[src/hdl/utrb_pkg.sv]
`timescale 1ns / 1ps
// Package for the UART transmit ring buffer: payload types, codes, sizes and
// the index advance helper. No dependencies.
package utrb_pkg;

  localparam int RING_DEPTH = 64;
  localparam int IDX_W      = $clog2(RING_DEPTH);
  localparam int SIZE_W     = 7;

  localparam logic [1:0] CMD_WRITE    = 2'd0;
  localparam logic [1:0] CMD_SEND     = 2'd1;
  localparam logic [1:0] CMD_COMPLETE = 2'd2;

  localparam logic [1:0] KIND_STATUS = 2'd0;
  localparam logic [1:0] KIND_BYTE   = 2'd1;
  localparam logic [1:0] KIND_SENT   = 2'd2;

  localparam logic [1:0] ST_OK    = 2'd0;
  localparam logic [1:0] ST_EMPTY = 2'd1;
  localparam logic [1:0] ST_BUSY  = 2'd2;

  localparam logic [SIZE_W-1:0] SIZE_RESET = SIZE_W'(RING_DEPTH);

  typedef struct packed {
    logic [1:0] cmd;
    logic [7:0] data_byte;
    logic       msg_end;
  } in_t;

  typedef struct packed {
    logic [1:0] kind;
    logic [7:0] tx_byte;
    logic [1:0] status;
    logic       last;
  } out_t;

  typedef struct packed {
    logic accept;
    logic start_send;
    logic emit;
  } ctrl_cmd_t;

  typedef struct packed {
    logic out_free;
    logic run_last;
    logic dirty;
    logic busy;
  } dp_stat_t;

  function automatic logic [IDX_W-1:0] adv(input logic [IDX_W-1:0] idx,
                                           input logic [SIZE_W-1:0] n);
    logic [SIZE_W-1:0] nx;
    nx = SIZE_W'(idx) + SIZE_W'(1);
    return (nx >= n) ? '0 : nx[IDX_W-1:0];
  endfunction

endpackage

[src/hdl/uart_tx_ring_buffer_unit.sv]
`timescale 1ns / 1ps
// Top level of the UART transmit ring buffer: controller plus datapath.
// Depends on utrb_pkg, utrb_ctrl, utrb_dp (and utrb_ram through it).
//
//   channel | handshake          | payload
//   --------+--------------------+-----------------------------------
//   input   | in_valid/in_ready  | in_data  (cmd, data_byte, msg_end)
//   output  | out_valid/out_ready| out_data (kind, tx_byte, status, last)
//   config  | cfg_we             | cfg_wdata (ring_size)
//
// Write, status and complete commands each load their result into the output
// register, where it sits while the next command is taken.
// A send that runs first starts the store read, then emits one byte per cycle
// while the output is free; the registered store read port sets that pace.
// Reset clears the head and tail indices, flags and the output valid; ring_size returns to 64.
// A stalled output holds the run; no input is taken during a send run.
module uart_tx_ring_buffer_unit (
  input  logic                        clk,
  input  logic                        rst,
  input  logic                        in_valid,
  output logic                        in_ready,
  input  utrb_pkg::in_t               in_data,
  output logic                        out_valid,
  input  logic                        out_ready,
  output utrb_pkg::out_t              out_data,
  input  logic                        cfg_we,
  input  logic [utrb_pkg::SIZE_W-1:0] cfg_wdata
);
  import utrb_pkg::*;

  ctrl_cmd_t cmd;
  dp_stat_t  stat;

  utrb_ctrl u_ctrl (
    .clk      (clk),
    .rst      (rst),
    .in_valid (in_valid),
    .in_cmd   (in_data.cmd),
    .in_ready (in_ready),
    .stat     (stat),
    .cmd      (cmd)
  );

  utrb_dp u_dp (
    .clk       (clk),
    .rst       (rst),
    .in_data   (in_data),
    .cmd       (cmd),
    .stat      (stat),
    .cfg_we    (cfg_we),
    .cfg_wdata (cfg_wdata),
    .out_valid (out_valid),
    .out_ready (out_ready),
    .out_data  (out_data)
  );

endmodule

[src/hdl/utrb_ram.sv]
`timescale 1ns / 1ps
// Generic single-write, single-read RAM with registered read data.
// No dependencies.
module utrb_ram #(
  parameter int WIDTH = 8,
  parameter int DEPTH = 64
) (
  input  logic                     clk,
  input  logic                     we,
  input  logic [$clog2(DEPTH)-1:0] waddr,
  input  logic [WIDTH-1:0]         wdata,
  input  logic                     re,
  input  logic [$clog2(DEPTH)-1:0] raddr,
  output logic [WIDTH-1:0]         rdata
);

  logic [WIDTH-1:0] mem [DEPTH];

  always_ff @(posedge clk) begin
    if (we) begin
      mem[waddr] <= wdata;
    end
    if (re) begin
      rdata <= mem[raddr];
    end
  end

endmodule

[src/hdl/utrb_ctrl.sv]
`timescale 1ns / 1ps
// Controller for the UART transmit ring buffer: idle / send-run state machine.
// Depends on utrb_pkg.
module utrb_ctrl (
  input  logic                clk,
  input  logic                rst,
  input  logic                in_valid,
  input  logic [1:0]          in_cmd,
  output logic                in_ready,
  input  utrb_pkg::dp_stat_t  stat,
  output utrb_pkg::ctrl_cmd_t cmd
);
  import utrb_pkg::*;

  localparam logic S_IDLE = 1'b0;
  localparam logic S_EMIT = 1'b1;

  logic state;
  logic state_next;

  always_comb begin
    state_next     = state;
    in_ready       = 1'b0;
    cmd.accept     = 1'b0;
    cmd.start_send = 1'b0;
    cmd.emit       = 1'b0;
    case (state)
      S_IDLE: begin
        in_ready   = stat.out_free;
        cmd.accept = in_valid && stat.out_free;
        if (cmd.accept && in_cmd == CMD_SEND && stat.dirty && !stat.busy) begin
          cmd.start_send = 1'b1;
          state_next     = S_EMIT;
        end
      end
      S_EMIT: begin
        if (stat.out_free) begin
          cmd.emit = 1'b1;
          if (stat.run_last) begin
            state_next = S_IDLE;
          end
        end
      end
      default: state_next = S_IDLE;
    endcase
  end

  always_ff @(posedge clk) begin
    if (rst) begin
      state <= S_IDLE;
    end else begin
      state <= state_next;
    end
  end

  a_no_accept_in_run: assert property (@(posedge clk) disable iff (rst)
    state == S_EMIT |-> !in_ready) else $error("input taken during send run");

  a_start_enters_run: assert property (@(posedge clk) disable iff (rst)
    cmd.start_send |=> state == S_EMIT) else $error("send start did not enter run");

endmodule

[src/hdl/utrb_dp.sv]
`timescale 1ns / 1ps
// Datapath for the UART transmit ring buffer: byte store, indices, flags,
// size register and output register. Depends on utrb_pkg and utrb_ram.
module utrb_dp (
  input  logic                       clk,
  input  logic                       rst,
  input  utrb_pkg::in_t              in_data,
  input  utrb_pkg::ctrl_cmd_t        cmd,
  output utrb_pkg::dp_stat_t         stat,
  input  logic                       cfg_we,
  input  logic [utrb_pkg::SIZE_W-1:0] cfg_wdata,
  output logic                       out_valid,
  input  logic                       out_ready,
  output utrb_pkg::out_t             out_data
);
  import utrb_pkg::*;

  logic [SIZE_W-1:0] ring_size;
  logic [SIZE_W-1:0] eff_n;
  logic [IDX_W-1:0]  head;
  logic [IDX_W-1:0]  tail;
  logic              dirty;
  logic              busy;
  logic [IDX_W-1:0]  rd_idx;
  logic [IDX_W-1:0]  idx_next;
  logic [SIZE_W-1:0] cnt;
  logic [SIZE_W-1:0] cnt_next;
  logic              single;
  logic              load;
  logic              ram_we;
  logic              ram_re;
  logic [IDX_W-1:0]  ram_raddr;
  logic [7:0]        ram_rdata;
  out_t              res;

  always_comb begin
    if (ring_size == '0) begin
      eff_n = SIZE_W'(1);
    end else if (ring_size > SIZE_W'(RING_DEPTH)) begin
      eff_n = SIZE_W'(RING_DEPTH);
    end else begin
      eff_n = ring_size;
    end
  end

  assign idx_next = adv(rd_idx, eff_n);
  assign cnt_next = cnt + SIZE_W'(1);

  assign stat.out_free = !out_valid || out_ready;
  assign stat.run_last = (idx_next == head) || (cnt_next >= eff_n);
  assign stat.dirty    = dirty;
  assign stat.busy     = busy;

  assign single = cmd.accept && !cmd.start_send;
  assign load   = single || cmd.emit;
  assign ram_we = single && in_data.cmd == CMD_WRITE;
  assign ram_re = cmd.start_send || (cmd.emit && !stat.run_last);
  assign ram_raddr = cmd.start_send ? tail : idx_next;

  utrb_ram #(
    .WIDTH (8),
    .DEPTH (RING_DEPTH)
  ) u_store (
    .clk   (clk),
    .we    (ram_we),
    .waddr (head),
    .wdata (in_data.data_byte),
    .re    (ram_re),
    .raddr (ram_raddr),
    .rdata (ram_rdata)
  );

  always_comb begin
    res.kind    = KIND_STATUS;
    res.tx_byte = 8'd0;
    res.status  = ST_OK;
    res.last    = 1'b1;
    if (cmd.emit) begin
      res.kind    = KIND_BYTE;
      res.tx_byte = ram_rdata;
      res.last    = stat.run_last;
    end else begin
      case (in_data.cmd)
        CMD_SEND:     res.status = dirty ? ST_BUSY : ST_EMPTY;
        CMD_COMPLETE: res.kind   = KIND_SENT;
        default:      res.status = ST_OK;
      endcase
    end
  end

  always_ff @(posedge clk) begin
    if (rst) begin
      ring_size <= SIZE_RESET;
      head      <= '0;
      tail      <= '0;
      dirty     <= 1'b0;
      busy      <= 1'b0;
      out_valid <= 1'b0;
    end else begin
      if (cfg_we) begin
        ring_size <= cfg_wdata;
      end
      if (ram_we) begin
        head  <= adv(head, eff_n);
        dirty <= 1'b1;
      end
      if (single && in_data.cmd == CMD_COMPLETE) begin
        busy <= 1'b0;
      end
      if (cmd.start_send) begin
        tail  <= head;
        dirty <= 1'b0;
        busy  <= 1'b1;
      end
      if (load) begin
        out_valid <= 1'b1;
      end else if (out_ready) begin
        out_valid <= 1'b0;
      end
    end
  end

  always_ff @(posedge clk) begin
    if (cmd.start_send) begin
      rd_idx <= tail;
      cnt    <= '0;
    end else if (cmd.emit) begin
      rd_idx <= idx_next;
      cnt    <= cnt_next;
    end
    if (load) begin
      out_data <= res;
    end
  end

  a_emit_into_free: assert property (@(posedge clk) disable iff (rst)
    cmd.emit |-> stat.out_free) else $error("emit into occupied output");

  a_run_bounded: assert property (@(posedge clk) disable iff (rst)
    cmd.emit |-> cnt < eff_n) else $error("send run exceeded ring size");

  a_start_flags: assert property (@(posedge clk) disable iff (rst)
    cmd.start_send |=> busy && !dirty) else $error("flags wrong after send start");

endmodule

[config.mk]
export PLATFORM = sky130hd
export DESIGN_NAME = uart_tx_ring_buffer_unit
export DESIGN_NICKNAME = d
export VERILOG_FILES = /design/src/hdl/utrb_pkg.sv /design/src/hdl/uart_tx_ring_buffer_unit.sv /design/src/hdl/utrb_ram.sv /design/src/hdl/utrb_ctrl.sv /design/src/hdl/utrb_dp.sv
export SDC_FILE = /design/constraint.sdc
export NUM_CORES = 1
export LEC_CHECK = 0
export ABC_AREA = 1
export BUFFER_PORTS_ARGS = -buffer_cell sky130_fd_sc_hd__buf_2
export CELL_PAD_IN_SITES_DETAIL_PLACEMENT = 1
export CELL_PAD_IN_SITES_GLOBAL_PLACEMENT = 1
export CORE_AREA = 3 3 298 300
export DETAILED_ROUTE_END_ITERATION = 6
export DIE_AREA = 0 0 301 303
export HOLD_SLACK_MARGIN = 0.1
export PLACE_DENSITY_LB_ADDON = 0.1
export SETUP_SLACK_MARGIN = 0.4
export SLEW_MARGIN = 20
export SYNTH_ARGS = -nofsm -noshare
export SYNTH_HDL_FRONTEND = slang
export SYNTH_SLANG_ARGS = --single-unit
[constraint.sdc]
create_clock -name clk -period 7.58 [get_ports clk]
set_input_delay 1.516 -clock clk [delete_from_list [all_inputs] [get_ports clk]]
set_output_delay 1.516 -clock clk [all_outputs]
set_load 0.02 [all_outputs]
; ---- Word level (Yosys, flattened, before mapping)
; Memory sizes are Yosys's and may differ from the RTL's. A register that Yosys moved wholly into a read port is not among the register bits.
; Index checks and enable logic that the tools add are counted.
[word_totals]
register_bits = 49
ramBits = 512
rom_bits = 0
memories = 1
latchBits = 0
input_bits = 23
[mem_list]
columns = memory, words, width, rd, rd_ports_with_merged_regs, wr, line_no
row1 = u_dp.u_store.mem, 64, 8, 1, 1, 1, utrb_ram.sv:17  ; logic [WIDTH-1:0] mem [DEPTH];
[op_classes]
reduce_logical = 23
shift = 0
add_sub_neg = 3
magnitude_cmp = 4
n_mux = 23
bitwise_logic = 2
multipliers = 0
div = 0
n_eq_ne = 3
[op_table]
columns = op, n
row1 = 2-to-1 mux 6 bit, 5
row2 = >= comparator 7 bit, 3
row3 = "adder 6 x 1 -> 7 bit, second input constant", 2
row4 = 2-to-1 mux 7 bit, 2
row5 = 2-to-1 mux 1 bit, 12
row6 = logical AND 1 bit, 8
row7 = "adder 7 x 1 -> 7 bit, second input constant", 1
row8 = "greater-than comparator 7 bit, second input constant", 1
row9 = zero test 7 bit, 1
row10 = == test 6 bit, 1
row11 = 2-to-1 mux 2 bit, 3
row12 = nonzero test 2 bit, 3
row13 = zero test 1 bit, 4
row14 = logical OR 1 bit, 4
row15 = OR reduction 2 bit, 2
row16 = "== test 2 x 1 -> 1 bit, second input constant", 1
row17 = "== test 2 bit, second input constant", 1
row18 = zero test 2 bit, 1
row19 = NOT 1 bit, 2
row20 = case mux 1 bit (2 select lines), 1

; ---- Logic depth before layout (Yosys ltp)
; Gate-level depths: netlist (run 1).
[logic_depth]
depth_word = 13
depth_mapped = 24
depth_no_buf = 23

; ---- By module
; A second synthesis (run 1) with hierarchy kept.
[hier_totals]
hier_cells = 2169
hier_area_um2 = 24262.0
[modules_own_cells]
columns = module, cells_each, area_per_inst_um2, n_inst
row1 = utrb_ram, 1805, 21419.3, 1
row2 = utrb_dp, 348, 2752.6, 1
row3 = utrb_ctrl, 16, 90.1, 1

; ---- Worst setup path before layout (run 1)
; Ideal clock, no wire load.
[synth_path]
path_kind = input-to-reg
startpoint = input out_ready
endpoint = memory u_dp.u_store.mem[13][0] (enable)
cell_stages = 12
setup_slack_ps = 4056
t_arrival_ps = 3154
path_cell_list = inv_1 nand2_1 nand2_1 nor2_1 nand2_4 buf_6 nand2_1 nor3_2 inv_2 nor2_1 nand3_1 nor2_1
[synth_between]
elab_chain_len = 12
[synth_lines]
columns = item, line_no
row1 = from (decl), uart_tx_ring_buffer_unit.sv:24  ; input logic out_ready,
row2 = logical OR 1 bit *, utrb_dp.sv:49  ; assign stat.out_free = !out_valid || out_ready;
row3 = logical AND 1 bit *, utrb_ctrl.sv:30  ; cmd.accept = in_valid && stat.out_free;
row4 = logical AND 1 bit (3 in a row), utrb_ctrl.sv:31  ; if (cmd.accept && in_cmd == CMD_SEND && stat.dirty && !stat.busy) begin
row5 = 2-to-1 mux 1 bit, utrb_ctrl.sv:31
row6 = 2-to-1 mux 2 bit *, utrb_ctrl.sv:27  ; case (state)
row7 = zero test 1 bit, utrb_dp.sv:54  ; assign single = cmd.accept && !cmd.start_send;
row8 = logical AND 1 bit *, utrb_dp.sv:54
row9 = logical AND 1 bit *, utrb_dp.sv:56  ; assign ram_we = single && in_data.cmd == CMD_WRITE;
row10 = 2-to-1 mux 1 bit *, utrb_ram.sv:20  ; if (we) begin
row11 = 2-to-1 mux 1 bit (not written as such) *, utrb_ram.sv:21  ; mem[waddr] <= wdata;
row12 = to (decl), utrb_ram.sv:17
; Mark *: on every way between the ends. The rest lies on a longest branch, timed or not.

; ---- Worst setup path in the final report (run 1)
[layout_path]
startpoint = register u_dp.ring_size[4]
endpoint = register u_dp.u_store.rdata[6], read port of u_dp.u_store.mem, data pin
[layout_between]
elab_chain_len = 10
elab_cells_between_ends = 13
[layout_lines]
columns = item, line_no
row1 = from (decl), utrb_dp.sv:18  ; logic [SIZE_W-1:0] ring_size;
row2 = from (signal assigned), utrb_dp.sv:101  ; ring_size <= cfg_wdata;
row3 = greater-than comparator 7 bit, utrb_dp.sv:39  ; end else if (ring_size > SIZE_W'(RING_DEPTH)) begin
row4 = 2-to-1 mux 7 bit, utrb_dp.sv:39
row5 = 2-to-1 mux 7 bit *, utrb_dp.sv:37  ; if (ring_size == '0) begin
row6 = >= comparator 7 bit, utrb_pkg.sv:54  ; return (nx >= n) ? '0 : nx[IDX_W-1:0];
row7 = 2-to-1 mux 6 bit, utrb_pkg.sv:54
row8 = == test 6 bit, utrb_dp.sv:50  ; assign stat.run_last = (idx_next == head) || (cnt_next >= eff_n);
row9 = logical OR 1 bit, utrb_dp.sv:50
row10 = zero test 1 bit, utrb_dp.sv:57  ; assign ram_re = cmd.start_send || (cmd.emit && !stat.run_last);
row11 = logical AND 1 bit, utrb_dp.sv:57
row12 = logical OR 1 bit, utrb_dp.sv:57
row13 = to (decl), utrb_ram.sv:14  ; output logic [WIDTH-1:0] rdata
; Marked as above.
; A chain may end at the register's enable or synchronous reset.

==> results of run 1 <==
[sequential cells by signal, indices dropped and copies added, names as in the netlist, 6 cells and up]
register            cells
u_dp.u_store.mem      512
u_dp.out_data          13
u_dp.u_store.rdata      8
u_dp.cnt                7
u_dp.ring_size          7
u_dp.head               6
u_dp.rd_idx             6
u_dp.tail               6
[final cells by class]
class | instances | share of cell area, %
clock inverter | 25 | 0.529
tap | 1155 | 4.96
multi-input combinational | 1352 | 22.7
clock buffer | 99 | 6.75
timing repair buffer | 61 | 1.56
inverter | 448 | 5.79
sequential | 569 | 57.7
[kinds of logic (layout without fill, tap and decap cells)]
group / after synthesis / count (layout) / synth area share, %
buf+inv: 577 / 633 / 9.46
flops: 569 / 569 / 65.1
compound gates: 61 / 61 / 1.36
fa+ha+maj: 24 / 24 / 1.16
simple gates: 1254 / 1254 / 22.4
xor+xnor: 13 / 13 / 0.442
[worst max-delay path, cell delays in order (launching register included)]
cell,delay (ns)
dfxtp_1,0.32
nor2_1,0.11
nand2_1,0.06
nor3_1,0.13
inv_1,0.07
o21ai_0,0.48
ha_1,0.35
inv_1,0.05
nand2_1,0.04
nand2_1,0.06
nand2_1,0.05
nand2_1,0.12
nand3_1,0.18
nand2_4,0.62
nand2_8,0.57
buf_12,0.41
nand2_1,0.09
nand3_1,0.06
nand3_1,0.15
nand3_1,0.22
nand3_1,0.26
nand3_1,0.20
nand2_1,0.19
[power by group]
part           switching [mW]  internal [mW]
Clock                    1.33           1.84
Sequential             0.0150           3.46
Combinational           0.405          0.143
Total                    1.75           5.44
[cells in the final DEF, fill, tap and decap left out, types with 2 or more instances in the layout]
master / instances
nand3_1: 559
edfxtp_1: 539
nand2_1: 487
inv_1: 441
nor2_1: 103
nand3b_1: 81
clkbuf_16: 74
buf_2: 36
dfxtp_1: 30
a21oi_1: 24
ha_1: 24
clkbuf_1: 23
o21ai_0: 20
clkinv_1: 18
buf_4: 18
xor2_1: 12
nor3_1: 9
buf_12: 7
nand2_4: 5
clkinv_2: 5
o21ai_4: 4
a211oi_1: 4
inv_2: 3
inv_6: 3
o21ai_2: 2
nor3_2: 2
o21a_1: 2
o22ai_1: 2
clkbuf_8: 2
[cell usage after synthesis]
library cell / n / area share (%)
buf_2: 71 / 1.4
o21ai_0: 20 / 0.39
o31ai_1: 1 / 0.029
xnor2_1: 1 / 0.034
nand2_4: 2 / 0.087
o21a_1: 2 / 0.058
clkinv_1: 2 / 0.029
a21oi_2: 1 / 0.034
buf_1: 1 / 0.015
nor3b_1: 1 / 0.029
or2_2: 1 / 0.024
dfxtp_1: 30 / 2.3
nand4_2: 1 / 0.049
xor2_1: 12 / 0.41
inv_1: 442 / 6.4
ha_1: 24 / 1.2
nor3_1: 10 / 0.19
nand2_2: 4 / 0.097
buf_4: 40 / 1.2
nand3b_1: 81 / 2.4
clkbuf_1: 13 / 0.19
inv_6: 1 / 0.034
o22ai_1: 2 / 0.049
o21ai_1: 1 / 0.019
nand4_1: 1 / 0.024
a211oi_1: 4 / 0.12
nor2_1: 103 / 1.5
nand3_1: 559 / 11
nor3_2: 1 / 0.039
and2_1: 1 / 0.024
o21ai_2: 5 / 0.17
nor3_4: 1 / 0.063
edfxtp_1: 539 / 63
nand2_1: 488 / 7.1
inv_2: 3 / 0.044
a21oi_1: 24 / 0.47
o2111ai_1: 1 / 0.034
buf_6: 4 / 0.17
[worst min path at each step]
stage / endpoint / from / slack (ns)
floorplan: u_dp.cnt[1] / u_dp.cnt[1] / 0.46
global placement: u_dp.cnt[1] / u_dp.cnt[1] / 0.47
detailed placement: u_dp.cnt[6] / u_dp.cnt[6] / 0.49
CTS: u_dp.cnt[6] / u_dp.cnt[6] / 0.50
global route: u_dp.cnt[6] / u_dp.cnt[6] / 0.52
finish: u_dp.cnt[6] / u_dp.cnt[6] / 0.50
[routing by layer]
metal  GRT usage [%]  vias up  share of wire, %
met5               0        -                 0
met4            4.71        0               2.2
met3            2.77       96               3.3
met2            28.6      227                46
met1            24.5     8792                48
li1                -     8320                 -
[through the flow]
| step | power, mW | utilization, % |
|---|---|---|
| 4_1_cts | 7.30 | 33.7 |
| 6_report | 7.19 | 33.7 |
| 3_3_place_gp | 4.09 | 31.2 |
| 5_1_grt | 7.48 | 33.7 |
| 2_1_floorplan | 3.86 | - |
| 3_5_place_dp | 4.11 | 31.2 |
==> run summary, run 1 <==
Rows: 108
Worst hold-check path type: reg -> reg
WL final: 79900 um
Num ports: 38
CTS HTree Levels: 3
First-pass GRT wire length: 119000 um
Crit path launch: u_dp.ring_size[4]
Share of cells above drive strength 1: 6.66%
Initial antenna violation count: 0
Cts repair resizes: 0
CP endpoint: u_dp.u_store.rdata[6]
R2R cell count: 22
PwrDens: 247 nW/um^2
Clock buffer depth: 3
IO Port Bufs: 36
Remaining antenna violation count: 0
Area growth from synthesis to layout: 12.9%
DRT Pass-1 Iters: 5
Final HPWL DP: 45600 um
Final worst slack: 2.50 ns
Slew @ Worst Pin: 1.12 ns
Leakage: 11.7 nW
Mapped Cells: 2498
Vias in the first global route: 18200
N_diodes: 0
Worst slack at placement: 2.22 ns
Outcome: finished clean
Relative slew slack: 25.6%
Crit-path max FO: 92
WL per Instance: 21.5 um
Placed Area: 27000 um^2
Die Span X: 301 um
Ys Warns: 0
Startpoint Class: flop
Layout Skew: 0.0232 ns
Mapped Nets: 2545
Final min period: 5.08 ns
Fmax: 197 MHz
Worst setup path class: reg -> reg
Starting density of the core: 29.8%
CTS sink count: 569
MaxCap Viol Count: 0
Worst-Skew Late Latency: 0.60 ns
Fill cells: 9678
Cts bufs inserted: 70
CTS tree: done
Largest net degree at the start of global routing: 130
Clk Tree Root Cell: clkbuf_16
Remaining DRCs: 0
Area of the multi-input gates: 6620 um^2
R2R Setup Slk: 2.50 ns
Clk pin slew, worst setup/hold paths: 0.06 ns
WHS Path Cells: 2
Area of the die: 91200 um^2
Avg Inst Size Synth: 10.3 um^2
Post-CTS Setup Inserts: 0
Total number of vias: 17400
Setup crit end kind: flop
Final Non-Filler Cells: 3709
Hold buffer count at CTS: 0
GRT overflow: 0
RePlAce Congestion: 0.737
Final setup fails: 0
Placed cell count: 3585
Register area: 16800 um^2
Final Hold Viols: 0
Total negative slack: 0 ns
Maximum VDD drop: 125 uV
Unique masters post-synth: 38
Unrepaired setup endpoints after global routing: false
Reg2reg start: u_dp.ring_size[4]
Worst reg2reg endpoint: u_dp.u_store.rdata[6]
Die height: 303 um
DR vias/cell: 4.70
Final hold slack: 0.504 ns
Final Cell Area: 29100 um^2
Final Slew Violations: 0
Core box area: 86500 um^2
WP data arrival: 5.52 ns
Period utilization: 67.0%
Initial DRC Count: 1099
Nets: 2549
Post-synthesis sequential area ratio: 65.1%
CP required: 8.02 ns
Synthesized cell area: 25800 um^2
Synth Register Bits: 569
GRT Overall Usage: 17.6%
No activity file was read; power rests on OpenSTA's default activity.
==> run 2: changes to the inputs <==
Clock period 7.58 ns to 4.16 ns, I/O delays scaled along.
==> run 2 against run 1 <==
Effect of this change:
- register-to-register slack worse by 1.9 ns
- largest power group unchanged
- highest routed layer unchanged
- fmax is 42% higher
- count of clock-buffer cells in the layout is 17 lower
- clock skew is 0.010 ns higher
- critical endpoint is now u_dp.u_store.rdata[2]
==> run summary, run 2 (synthesis gave the netlist of run 1 again) <==
Relative slew slack: 37.4% (+12 points)
WL final: 86200 um (+7.8%)
GRT Overall Usage: 18.4% (+0.81 points)
PwrDens: 431 nW/um^2 (+74%)
RePlAce Congestion: 0.794 (+7.8%)
Vias in the first global route: 18600 (+2.4%)
CP bufs+invs: 6 (+3)
Final Non-Filler Cells: 3848 (+3.7%)
Total negative slack: 0 ns (unchanged)
Rows: 108 (unchanged)
Initial DRC Count: 938 (-15%)
Area of the die: 91200 um^2 (unchanged)
Share of cells above drive strength 1: 14.8% (+8.2 points)
Remaining antenna violation count: 0 (unchanged)
First-pass GRT wire length: 124000 um (+4.2%)
Final setup fails: 0 (unchanged)
Largest net degree at the start of global routing: 129 (-0.77%)
Die Span X: 301 um (unchanged)
Maximum VDD drop: 227 uV (+82%)
Remaining DRCs: 0 (unchanged)
Area of the multi-input gates: 7030 um^2 (+6.2%)
Slew @ Worst Pin: 0.939 ns (-0.177 ns)
Crit-path leading delay family: simple AND/OR/NAND/NOR gates
Max reg flops: 512 (unchanged)
Leakage: 12.9 nW (+10%)
Fill cells: 9554 (-1.3%)
Util after Layout: 36.3% (+2.6 points)
Final min period: 3.59 ns (-1.49 ns)
Outcome: finished clean
Unrepaired setup endpoints after global routing: false
Final hold slack: 0.474 ns (-0.0300 ns)
Commonest non-fill, non-tap cell in the layout: edfxtp_1
Biggest register: u_dp.u_store.mem
Final Hold Viols: 0 (unchanged)
CP Cell Sequence: ha_2 -> nand2_2 -> inv_1 -> nand2_1 -> xor2_1 -> inv_1 -> ha_1 -> nand2_1 -> nand2_1 -> a21oi_4 -> buf_6 -> and2_4 -> nand2_1 -> o21ai_4 -> buf_12 -> inv_4 -> clkbuf_16 -> nand3_1 -> nand3_1 -> nand3_2 -> nand3_2 -> nand2_1
GRT overflow: 0 (unchanged)
Startpoint Class: flop
CTS HTree Levels: 3 (unchanged)
Die height: 303 um (unchanged)
CTS sink count: 569 (unchanged)
Worst-Skew Late Latency: 0.61 ns (about the same)
Clock buffer depth: 3 (unchanged)
Most frequent cells in the layout: 539 x edfxtp_1, 492 x nand3_1, 482 x nand2_1
Total power: 13.5 mW (+88%)
Hold buffer count at CTS: 0 (unchanged)
Clk Tree Root Cell: clkbuf_16
WP data arrival: 4.05 ns (-1.47 ns)
Placed cell count: 3688 (+2.9%)
Layout Skew: 0.0336 ns (+0.0105 ns)
Final HPWL DP: 51000 um (+12%)
Setup crit end kind: flop
Slowest cell on the critical path: edfxtp_1
CP required: 4.62 ns (-3.40 ns)
IO Port Bufs: 36 (unchanged)
Total number of vias: 18200 (+4.2%)
WL per Instance: 22.4 um (+3.9%)
MaxCap Viol Count: 0 (unchanged)
Clk pin slew, worst setup/hold paths: 0.06 ns (about the same)
Initial antenna violation count: 0 (unchanged)
Period utilization: 86.2% (+19 points)
Starting density of the core: 29.8% (unchanged)
Fmax: 279 MHz (+42%)
Num ports: 38 (unchanged)
Crit-path max FO: 16 (-83%)
DR vias/cell: 4.72 (+0.40%)
Cts bufs inserted: 69 (-1.4%)
Nets: 2689 (+5.5%)
Core box area: 86500 um^2 (unchanged)
Most used cell, CP: nand2_1
Biggest regs: u_dp.u_store.mem x512, u_dp.out_data x13, u_dp.u_store.rdata x8
Final Slew Violations: 0 (unchanged)
Largest stage delay on the critical path: 0.41 ns (-0.21 ns)
R2R Setup Slk: 0.57 ns (-1.93 ns)
DRT Pass-1 Iters: 4 (-1)
Area growth from synthesis to layout: 21.6%
CTS tree: done
Worst setup path class: reg -> reg
Worst hold-check path type: in -> reg
Register area: 16800 um^2 (unchanged)
==> run 2: changes by cell type in the layout (fill, tap and decap cells not counted), sizes merged, moves of 2 or more <==
cell	before	now
clkbuf	99	93
bufinv	1	7
clkinv	25	32
clkinvlp	0	2
bufbuf	0	2
buf	61	189
==> run 2: path summary, 6_finish.rpt <==
path | from | to | cells past startpoint
hold / removal | cfg_wdata[6] | u_dp.ring_size[6] | 3
setup / recovery | u_dp.rd_idx[0] | u_dp.u_store.rdata[2] | 22
setup reg to reg | u_dp.rd_idx[0] | u_dp.u_store.rdata[2] | 22
hold reg to reg | u_dp.cnt[6] | u_dp.cnt[6] | 2
==> run 2: cell type report <==
class                      instances  share of cell area (%)
tap                             1155                    4.61
timing repair buffer             202                    7.05
multi-input combinational       1352                    22.4
clock inverter                    39                    1.17
antenna                            1                 0.00798
sequential                       569                    53.5
clock buffer                      82                    5.80
inverter                         448                    5.40
==> run 2: report_power, final <==
group,switching (mW),leakage (nW),internal [mW]
registers,0.0284,5.10,6.31
clock network,2.40,1.09,3.54
logic,0.823,6.71,0.413
==> run 2: through the flow <==
stage | cell area (um^2) | setup WS [ns]
6_report | 31400 | 0.573
5_1_grt | 31400 | 0.388
4_1_cts | 30400 | 0.403
3_5_place_dp | 28000 | 0.250
3_3_place_gp | 28000 | 0.289
2_1_floorplan | 25800 | 1.23
==> run 2: worst register-to-register path, stage by stage (launching register included) <==
cell       delay (ns)
edfxtp_1         0.41
ha_2             0.22
nand2_2          0.07
inv_1            0.05
nand2_1          0.06
xor2_1           0.14
inv_1            0.08
ha_1             0.29
nand2_1          0.08
nand2_1          0.09
a21oi_4          0.22
buf_6            0.14
and2_4           0.15
nand2_1          0.12
o21ai_4          0.19
buf_12           0.18
inv_4            0.11
clkbuf_16        0.20
nand3_1          0.17
nand3_1          0.17
nand3_2          0.14
nand3_2          0.08
nand2_1          0.10
==> run 2: layer usage <==
layer / up-vias / global-route usage (%) / share of wire, %
met3: 109 / 2.98 / 4.2
met2: 302 / 30.3 / 47
met5: - / 0 / 0
li1: 8607 / - / -
met1: 9142 / 25.0 / 46
met4: 0 / 5.55 / 2.6
==> run 2: timing repair <==
item,CTS,global route
pin swaps,5,18
resized for setup,8,104
gates cloned,3,11
setup buffers,7,17
endpoints found under the setup margin,8,16
